`config.mk`:
```
export PLATFORM = sky130hd
export DESIGN_NAME = decimal_text_to_integer
export DESIGN_NICKNAME = d
export VERILOG_FILES = /design/src/sv/dtti_pkg.sv /design/src/sv/dtti_scan.sv /design/src/sv/dtti_out_fifo.sv /design/src/sv/decimal_text_to_integer.sv
export SDC_FILE = /design/constraint.sdc
export NUM_CORES = 1
export LEC_CHECK = 0
export BUFFER_PORTS_ARGS = -buffer_cell sky130_fd_sc_hd__buf_2
export CAP_MARGIN = 10
export CORE_UTILIZATION = 30
export DETAILED_ROUTE_END_ITERATION = 10
export MAX_ROUTING_LAYER = met4
export PLACE_DENSITY_LB_ADDON = 0.05
export SYNTH_ARGS = -nofsm -noshare
export SYNTH_HDL_FRONTEND = slang
export SYNTH_SLANG_ARGS = --single-unit
```
`constraint.sdc`:
```
create_clock -name clk_i -period 5 [get_ports clk_i]
set_input_delay 0.75 -clock clk_i [delete_from_list [all_inputs] [get_ports clk_i]]
set_output_delay 0.75 -clock clk_i [all_outputs]
set_load 0.02 [all_outputs]
```
`src/sv/dtti_pkg.sv`:
```
// ----------------------------------------------------------------------------
// dtti_pkg
// Shared types and constants for the decimal text to integer scanner.
// ----------------------------------------------------------------------------
package dtti_pkg;

  localparam int unsigned NumW      = 64;
  localparam int unsigned FifoDepth = 4;
  localparam int unsigned FifoAw    = $clog2(FifoDepth);
  localparam int unsigned TdataW    = 72;

  localparam logic [7:0] ChNul   = 8'h00;
  localparam logic [7:0] ChTab   = 8'h09;
  localparam logic [7:0] ChLf    = 8'h0A;
  localparam logic [7:0] ChSpace = 8'h20;
  localparam logic [7:0] ChPlus  = 8'h2B;
  localparam logic [7:0] ChMinus = 8'h2D;
  localparam logic [7:0] ChZero  = 8'h30;
  localparam logic [7:0] ChNine  = 8'h39;

  localparam logic KindNumber   = 1'b0;
  localparam logic KindBadStart = 1'b1;

  typedef enum logic [1:0] {
    PH_IDLE   = 2'd0,
    PH_SIGN   = 2'd1,
    PH_DIGITS = 2'd2
  } phase_e;

  typedef struct packed {
    logic [NumW-1:0] number;
    logic            kind;
    logic            failed;
    logic            last;
  } res_t;

  typedef struct packed {
    logic [1:0] count;
    res_t       r1;
    res_t       r0;
  } scan_res_t;

  function automatic logic [NumW-1:0] wrap_width(logic [NumW-1:0] v, logic wide);
    logic [NumW-1:0] r;
    r = wide ? v : {{(NumW-32){v[31]}}, v[31:0]};
    return r;
  endfunction

endpackage

```
`src/sv/dtti_scan.sv`:
```
// ----------------------------------------------------------------------------
// dtti_scan
// Token state and single-pass digit accumulate / number finish for one byte.
// ----------------------------------------------------------------------------
module dtti_scan (
  input  logic                 clk_i,
  input  logic                 rst_ni,
  input  logic                 en_i,
  input  logic [7:0]           byte_i,
  input  logic                 wide_i,
  output dtti_pkg::scan_res_t  res_o
);

  dtti_pkg::phase_e phase_q, phase_d;
  logic                      neg_q, neg_d;
  logic [dtti_pkg::NumW-1:0] acc_q, acc_d;
  logic                      fail_q, fail_d;

  logic                      is_digit, is_ws, in_num, bad;
  logic [3:0]                dval;
  logic [dtti_pkg::NumW-1:0] acc_mul, acc_w, min_v, fin_v;
  logic                      fin_fail;

  assign is_digit = (byte_i >= dtti_pkg::ChZero) && (byte_i <= dtti_pkg::ChNine);
  assign is_ws    = (byte_i == dtti_pkg::ChNul) || (byte_i == dtti_pkg::ChSpace) ||
                    (byte_i == dtti_pkg::ChTab) || (byte_i == dtti_pkg::ChLf);
  assign dval     = byte_i[3:0];
  assign in_num   = (phase_q == dtti_pkg::PH_SIGN) || (phase_q == dtti_pkg::PH_DIGITS);
  assign bad      = !is_ws && !is_digit && (byte_i != dtti_pkg::ChPlus) &&
                    (byte_i != dtti_pkg::ChMinus);

  // acc*10 - digit
  assign acc_mul = {acc_q[dtti_pkg::NumW-4:0], 3'b000} + {acc_q[dtti_pkg::NumW-2:0], 1'b0}
                   - {{(dtti_pkg::NumW-4){1'b0}}, dval};

  assign acc_w = dtti_pkg::wrap_width(acc_q, wide_i);
  assign min_v = wide_i ? {1'b1, {(dtti_pkg::NumW-1){1'b0}}}
                        : {{(dtti_pkg::NumW-31){1'b1}}, 31'd0};

  always_comb begin
    fin_fail = 1'b0;
    fin_v    = acc_w;
    if (!neg_q) begin
      if (acc_w == min_v) begin
        fin_fail = 1'b1;
      end else begin
        fin_v = dtti_pkg::wrap_width(-acc_w, wide_i);
      end
    end
  end

  // next phase
  always_comb begin
    phase_d = dtti_pkg::PH_IDLE;
    if (in_num && is_digit) begin
      phase_d = dtti_pkg::PH_DIGITS;
    end else if (is_digit) begin
      phase_d = dtti_pkg::PH_DIGITS;
    end else if ((byte_i == dtti_pkg::ChPlus) || (byte_i == dtti_pkg::ChMinus)) begin
      phase_d = dtti_pkg::PH_SIGN;
    end
  end

  // datapath and results
  always_comb begin
    neg_d        = 1'b0;
    acc_d        = '0;
    fail_d       = fail_q;
    res_o        = '0;
    if (in_num && is_digit) begin
      neg_d = neg_q;
      acc_d = dtti_pkg::wrap_width(acc_mul, wide_i);
    end else begin
      if (in_num) begin
        fail_d              = fail_q | fin_fail;
        res_o.r0.number     = fin_v;
        res_o.r0.kind       = dtti_pkg::KindNumber;
        res_o.r0.failed     = fail_q | fin_fail;
        res_o.r0.last       = !bad;
      end
      if (byte_i == dtti_pkg::ChMinus) begin
        neg_d = 1'b1;
      end else if (is_digit) begin
        acc_d = dtti_pkg::wrap_width(-{{(dtti_pkg::NumW-4){1'b0}}, dval}, wide_i);
      end
      if (bad) begin
        fail_d = 1'b1;
        if (in_num) begin
          res_o.r1 = '{number: '0, kind: dtti_pkg::KindBadStart, failed: 1'b1, last: 1'b1};
        end else begin
          res_o.r0 = '{number: '0, kind: dtti_pkg::KindBadStart, failed: 1'b1, last: 1'b1};
        end
      end
      res_o.count = {1'b0, in_num} + {1'b0, bad};
    end
  end

  always_ff @(posedge clk_i or negedge rst_ni) begin
    if (!rst_ni) begin
      phase_q <= dtti_pkg::PH_IDLE;
      neg_q   <= 1'b0;
      acc_q   <= '0;
      fail_q  <= 1'b0;
    end else if (en_i) begin
      phase_q <= phase_d;
      neg_q   <= neg_d;
      acc_q   <= acc_d;
      fail_q  <= fail_d;
    end
  end

endmodule

```
`src/sv/dtti_out_fifo.sv`:
```
// ----------------------------------------------------------------------------
// dtti_out_fifo
// Four-entry result queue; takes up to two results a cycle, gives one.
// ----------------------------------------------------------------------------
module dtti_out_fifo (
  input  logic                clk_i,
  input  logic                rst_ni,
  input  logic                push_i,
  input  dtti_pkg::scan_res_t res_i,
  output logic                room_o,
  output logic                valid_o,
  input  logic                ready_i,
  output dtti_pkg::res_t      head_o
);

  dtti_pkg::res_t mem_q [dtti_pkg::FifoDepth];
  logic [dtti_pkg::FifoAw-1:0] wr_ptr_q, wr_ptr_d, rd_ptr_q, rd_ptr_d;
  logic [dtti_pkg::FifoAw:0]   count_q, count_d;
  logic [1:0]                  n_push;
  logic                        pop;

  assign n_push  = push_i ? res_i.count : 2'd0;
  assign pop     = valid_o && ready_i;
  assign valid_o = (count_q != '0);
  assign room_o  = (count_q <= (dtti_pkg::FifoAw+1)'(dtti_pkg::FifoDepth - 2));
  assign head_o  = mem_q[rd_ptr_q];

  assign wr_ptr_d = wr_ptr_q + dtti_pkg::FifoAw'(n_push);
  assign rd_ptr_d = rd_ptr_q + dtti_pkg::FifoAw'(pop);
  assign count_d  = count_q + (dtti_pkg::FifoAw+1)'(n_push) - (dtti_pkg::FifoAw+1)'(pop);

  always_ff @(posedge clk_i) begin
    if (n_push != 2'd0) begin
      mem_q[wr_ptr_q] <= res_i.r0;
    end
    if (n_push == 2'd2) begin
      mem_q[wr_ptr_q + dtti_pkg::FifoAw'(1)] <= res_i.r1;
    end
  end

  always_ff @(posedge clk_i or negedge rst_ni) begin
    if (!rst_ni) begin
      wr_ptr_q <= '0;
      rd_ptr_q <= '0;
      count_q  <= '0;
    end else begin
      wr_ptr_q <= wr_ptr_d;
      rd_ptr_q <= rd_ptr_d;
      count_q  <= count_d;
    end
  end

  a_no_overflow: assert property (@(posedge clk_i) disable iff (!rst_ni)
    (n_push != 2'd0) |-> (count_q <= (dtti_pkg::FifoAw+1)'(dtti_pkg::FifoDepth - 2)))
    else $error("result queue overflow");

  a_count_bound: assert property (@(posedge clk_i) disable iff (!rst_ni)
    count_q <= (dtti_pkg::FifoAw+1)'(dtti_pkg::FifoDepth))
    else $error("result count out of range");

  a_ptr_match: assert property (@(posedge clk_i) disable iff (!rst_ni)
    count_q[dtti_pkg::FifoAw-1:0] == (wr_ptr_q - rd_ptr_q))
    else $error("queue pointers disagree with count");

endmodule

```
`src/sv/decimal_text_to_integer.sv`:
```
// ----------------------------------------------------------------------------
// decimal_text_to_integer
// Scans signed decimal integers from a text byte stream.
// ----------------------------------------------------------------------------
//  channel   dir  beat contents
//  s_axis    in   tdata[7:0] text_byte
//  m_axis    out  tdata[63:0] number, tdata[64] failed; tuser kind; tlast last
//  cfg       in   data: width_mode
//
//  One byte per cycle while the queue has room; a byte is scanned while it
//  sits in the input register, and results leave one beat a cycle when taken.
//  The throughput limit is the result queue: a byte that ends a number and is
//  itself a bad start gives two beats, so such runs drain at one beat a cycle.
//  Reset clears token state, fail flag, width_mode and the queue.
//  Input is held off only when the queue has less than two free entries.
// ----------------------------------------------------------------------------
module decimal_text_to_integer (
  input  logic        clk_i,
  input  logic        rst_ni,
  input  logic        s_axis_tvalid_i,
  output logic        s_axis_tready_o,
  input  logic [7:0]  s_axis_tdata_i,   // [7:0] text_byte
  output logic        m_axis_tvalid_o,
  input  logic        m_axis_tready_i,
  output logic [dtti_pkg::TdataW-1:0] m_axis_tdata_o, // [63:0] number, [64] failed
  output logic        m_axis_tuser_o,   // [0] kind
  output logic        m_axis_tlast_o,
  input  logic        cfg_valid_i,
  output logic        cfg_ready_o,
  input  logic        cfg_data_i        // width_mode
);

  logic                in_valid_q, in_valid_d;
  logic [7:0]          in_byte_q;
  logic                wide_q;
  logic                room, consume;
  dtti_pkg::scan_res_t scan_res;
  dtti_pkg::res_t      head;

  assign cfg_ready_o     = 1'b1;
  assign consume         = in_valid_q && room;
  assign s_axis_tready_o = !in_valid_q || consume;
  assign in_valid_d      = s_axis_tvalid_i || (in_valid_q && !consume);

  always_ff @(posedge clk_i or negedge rst_ni) begin
    if (!rst_ni) begin
      in_valid_q <= 1'b0;
      wide_q     <= 1'b0;
    end else begin
      if (s_axis_tready_o) begin
        in_valid_q <= s_axis_tvalid_i;
      end else begin
        in_valid_q <= in_valid_d;
      end
      if (cfg_valid_i && cfg_ready_o) begin
        wide_q <= cfg_data_i;
      end
    end
  end

  always_ff @(posedge clk_i) begin
    if (s_axis_tvalid_i && s_axis_tready_o) begin
      in_byte_q <= s_axis_tdata_i;
    end
  end

  dtti_scan u_scan (
    .clk_i  (clk_i),
    .rst_ni (rst_ni),
    .en_i   (consume),
    .byte_i (in_byte_q),
    .wide_i (wide_q),
    .res_o  (scan_res)
  );

  dtti_out_fifo u_fifo (
    .clk_i   (clk_i),
    .rst_ni  (rst_ni),
    .push_i  (consume),
    .res_i   (scan_res),
    .room_o  (room),
    .valid_o (m_axis_tvalid_o),
    .ready_i (m_axis_tready_i),
    .head_o  (head)
  );

  assign m_axis_tdata_o = {{(dtti_pkg::TdataW-dtti_pkg::NumW-1){1'b0}}, head.failed,
                           head.number};
  assign m_axis_tuser_o = head.kind;
  assign m_axis_tlast_o = head.last;

endmodule

```
======== Word level (Yosys, flattened, before mapping) ========
Memories as Yosys holds them, arrays and structs flattened.
Cells that the tools add are included.
storage, ports and cells
  bits in registers ....................... 85
  bits in writable memories ............... 268
  input bits .............................. 14
  output and inout port bits .............. 77
  logic and storage cells ................. 93
  memories kept ........................... 1
cells by class
  add/subtract/negate cells ............... 10
  magnitude comparators ................... 3
  equal/unequal tests ..................... 11
  muxes and demuxes ....................... 29
  bitwise operators ....................... 2
  reduce and logical (&&, ||, !) cells .... 27
memories
  name          depth  bits a word  read ports  clocked after memory_dff  wr ports  line                 text
  u_fifo.mem_q  4      67           1           0                         2         dtti_out_fifo.sv:16  dtti_pkg::res_t mem_q [dtti_pkg::FifoDepth];
operators by type and width
  cell                                                                   count
  64-bit two-way mux                                                     9
  136-bit two-way mux                                                    1
  134-bit two-way mux                                                    1
  67-bit two-way mux                                                     2
  64-bit adder                                                           1
  64-bit equality test                                                   1
  4-bit negator with 64-bit output                                       1
  64-bit negator                                                         1
  64-bit by 4-bit subtractor with 64-bit output                          1
  63-bit two-way mux                                                     1
  8-bit by 6-bit equality test with 1-bit output, second input constant  3
  8-bit by 4-bit equality test with 1-bit output, second input constant  2
  8-bit by 6-bit != test with 1-bit output, second input constant        2
  1-bit two-way mux                                                      11
  1-bit logical AND                                                      9
  8-bit by 6-bit >= comparator with 1-bit output, second input constant  1
  8-bit by 6-bit <= comparator with 1-bit output, second input constant  1
  8-bit zero test                                                        1
  1-bit logical OR                                                       7
  2-bit two-way mux                                                      3
  1-bit zero test                                                        5
  2-bit equality test, second input constant                             2
  2-bit nonzero test                                                     2
  3-bit by 2-bit adder with 3-bit output                                 1
  other kinds (13)                                                       13

======== Depth between registers and ports, before layout ========
  depth after elaboration ................. 17
  mapped depth ............................ 17
  depth with buffers taken out ............ 15

======== Cells and area by module ========
From an unflattened synthesis, not the netlist that was laid out.
second synthesis, totals
  cells, all modules ...................... 2237
  area total of the unflattened synthesis .. 24452.2 µm²
modules (own cells, without submodules)
  module                   times used  cells an instance  area an instance (µm²)  seq. area each (µm²)
  dtti_out_fifo            1           696                13372.8                 8222.9
  dtti_scan                1           1516               10671.5                 1701.6
  decimal_text_to_integer  1           25                 407.9                   290.3

======== Worst setup path before layout ========
No wires, ideal clock.
  kind .................................... reg-to-reg
  from .................................... register u_scan.acc_q[16] in the netlist's numbering
  to ...................................... memory u_fifo.mem_q[1][66] in the netlist's numbering
  library setup time ...................... 0.122 ns
  arrival ................................. 3.775 ns
  required time ........................... 4.878 ns
  path slack .............................. 1.104 ns
  cell stages (with the launch flop) ...... 13
  buffers on the path ..................... 1
  clock period less this slack ............ 3.896 ns
  cells stage by stage .................... dfrtp_1 -> or4_4 -> nor4_4 -> nand4b_2 -> or3_1 -> buf_2 -> or3_4 -> or3_4 -> or2_4 -> nor4b_4 -> xor2_1 -> a21oi_1 -> a221o_1
RTL lines
  element                 line                 text
  from (decl)             dtti_scan.sv:16      logic [dtti_pkg::NumW-1:0] acc_q, acc_d;
  from (signal assigned)  dtti_scan.sv:102     acc_q <= '0;
  from (signal assigned)  dtti_scan.sv:107     acc_q <= acc_d;
  to (decl)               dtti_out_fifo.sv:16

======== Worst setup path in the final report ========
  from .................................... register u_scan.acc_q[0] in the netlist's numbering
  to ...................................... register u_scan.acc_q[43] in the netlist's numbering
between the ends
  cells in the longest elaborated chain, start to end .. 4
RTL lines
  element                                        line             text
  64-bit adder                                   dtti_scan.sv:33  assign acc_mul = {acc_q[dtti_pkg::NumW-4:0], 3'b000} + {acc_q[dtti_pkg::NumW-2:0], 1'b0}
  64-bit by 4-bit subtractor with 64-bit output  dtti_scan.sv:34  - {{(dtti_pkg::NumW-4){1'b0}}, dval};
  64-bit two-way mux                             dtti_pkg.sv:45   r = wide ? v : {{(NumW-32){v[31]}}, v[31:0]};
  64-bit two-way mux                             dtti_scan.sv:70  if (in_num && is_digit) begin
Every way passes these cells.
A chain may end at the register's enable or synchronous reset.

==> impl_metrics.yaml <==
outcome:
  status: "completed"
clock_tree:
  cts_resized: 0
  cts_setup_buffers: 0
  clock_path_buffers: 3
  cts-buffers-inserted: 44
  cts-root-buf: "clkbuf_16"
  cts_hold_buffers: 0
  cts.clk_slew.worst_paths_ns: 0.06
  htreeDepth: 2
  cts_tree: "yes"
  cts_sinks: 353
  insertion_delay_ns: 0.59
timing:
  grt_setup_unrepaired: "no"
  finalWorstPathRequiredPeriod_ns: 4.43
  slew_violations: 0
  max_freq_mhz: 226
  skew_ns: 0.0287
  hold_ws_ns: 0.227
  worst_pin_slew_ns: 0.920
  timing.setup.tns_ns: 0
  hold_viol: 0
  min_period_over_period: 0.887
  slew-limit-headroom: 0.386
  worst_slack_ns: 0.566
  setup_viol: 0
drt:
  drc: 0
  postRouteAntennaNets: 0
  vias_per_cell: 5.31
  first_pass_iters: 5
  wl_per_cell_um: 22.0
  routed-via-count: 17728
  drt_wl_total_mm: 73.5
  drt_iter0_markers: 1063
floorplanning:
  start_util: 0.303
  die_y_um: 265
  io_pins: 91
  die_width_um: 265
  rows: 96
  core_um2: 68500
  dieArea_um2: 70100
grt:
  track_usage: 0.213
  grt_antenna_before_repair: 0
  grt_max_degree: 62
  grt_pass1_wl_mm: 112
  gr-total-overflow: 0
  first_global_vias: 17739
synth:
  synth_seq_area_share: 0.369
  synth.distinct_cells: 73
  synth-async-reset-ratio: 0.218
  synth_top_area_frac: 0.247
  yosys.area.top_type: "dfxtp_1"
  netlist_area_um2: 20700
  synth_edf_count: 20
  synth_cells: 2379
  synth.avg_cell_area_um2: 8.71
  ys_ff_latch: 353
  yosys_warnings: 0
  yosys_most_used_dff: "dfxtp_1"
  synthTopCellsByArea: "dfxtp_1 (25%), dfrtp_1 (9.3%), ha_1 (8.2%)"
critical_path:
  r2r-start: "u_scan.acc_q[0]"
  cp_slowest_stage_delay_ns: 0.58
  reg2regPathDepth: 14
  r2r_slack_ns: 0.57
  endpoint_kind: "register"
  path_class: "register to register"
  rr_endpoint: "u_scan.acc_q[43]"
  critPathRequiredTime_ns: 5.49
  start_kind: "register"
  critical_path.top_delay_family: "compound AO/OA/AOI/OAI gates"
  critPathBufInv: 0
  cp_common_cell: "ha_1"
  worstPathCellList: "ha_1 -> ha_1 -> fa_1 -> a21o_1 -> nand4_1 -> a31oi_1 -> or2_2 -> o2111ai_1 -> a21boi_0 -> o21ai_0 -> nand3_1 -> o21ai_1 -> o22ai_1 -> a21oi_1"
  cp_max_fo: 10
  cp_slowest_cell: "dfrtp_1"
  cp.arrival_ns: 4.92
layout:
  final_cell_mix: "nand2_1 (313), dfxtp_1 (256), o21ai_0 (243)"
  antenna_cells: 0
  drive_gt1_frac: 0.122
  nets: 2576
  final_common_cell: "nand2_1"
  area_growth_pct: 14.2
place:
  dpl.hpwl_mm: 52.8
  io_buffers: 82
  post-place-ws_ns: 0.566
  routabilityCongestion: 0.823
min_path:
  holdCritPathClass: "input port to async pin"
job:
  cap_violations: 0
[per-layer routing]
layer	wire length, µm	GRT usage	up-vias
li1	-	-	8543
met1	36600	0.301	8724
met2	33000	0.329	373
met3	2530	0.0202	88
met4	1270	0.0462	0
met5	0	-	-
[cells in the mapped netlist (25+ instances only)]
cell type  instances
dfxtp_1          256
a22o_1            85
xnor2_1           92
dfrtp_1           77
nand3_1           25
inv_1            219
a21o_1            44
nand2_1          314
o21ai_0          243
mux4_2            67
nand4_1           27
a21oi_1          156
clkbuf_1         128
ha_1             136
nor2_1           129
nor3_1            31
[sequential cells by signal, indices dropped and copies added, names as in the netlist]
| name | flops |
|---|---|
| u_fifo.mem_q | 268 |
| u_fifo.rd_ptr_q | 2 |
| u_fifo.wr_ptr_q | 2 |
| wide_q | 1 |
| u_scan.phase_q | 2 |
| u_fifo.count_q | 3 |
| in_valid_q | 1 |
| u_scan.neg_q | 1 |
| u_scan.acc_q | 64 |
| in_byte_q | 8 |
| u_scan.fail_q | 1 |
[area by class of cell]
class / instances / area [µm²]
clock buffer: 63 / 1300
clock inverter: 16 / 183
fill: 7161 / 44800
inverter: 219 / 822
multi-input combinational: 1669 / 11800
sequential: 353 / 7660
tap: 882 / 1100
timing repair buffer: 136 / 843
[cell families after synthesis]
logic type / after synthesis / synth area share
XOR/XNOR: 116 / 0.0490
adder cells (fa/ha/maj): 139 / 0.0850
flip-flops: 353 / 0.369
other: 2 / 0.000362
buffers and inverters: 363 / 0.0673
multiplexers: 71 / 0.0747
AND/OR/NAND/NOR: 624 / 0.136
AO/OA/AOI/OAI: 711 / 0.218
[through the flow]
stage                util  cell area [µm²]  std cells
CTS                 0.346            23700       3338
global route        0.346            23700       3338
global placement    0.324            22200       3259
detailed placement  0.324            22200       3259
finish              0.346            23700       3338
floorplan               -            20700       2385
[worst max path at each step]
stage | startpoint | to | cells past startpoint
finish | u_scan.acc_q[0] | u_scan.acc_q[43] | 14
global route | u_scan.acc_q[2] | u_fifo.mem_q[0][62] | 11
CTS | u_scan.acc_q[2] | u_fifo.mem_q[2][62] | 11
detailed placement | u_scan.acc_q[2] | u_fifo.mem_q[2][62] | 11
global placement | u_scan.acc_q[0] | u_scan.acc_q[40] | 13
floorplan | u_scan.acc_q[16] | u_fifo.mem_q[1][66] | 12
Power is left out: the tool's default activity adds up to more than one toggle a clock period on the data nets, which glitch-free logic cannot reach.
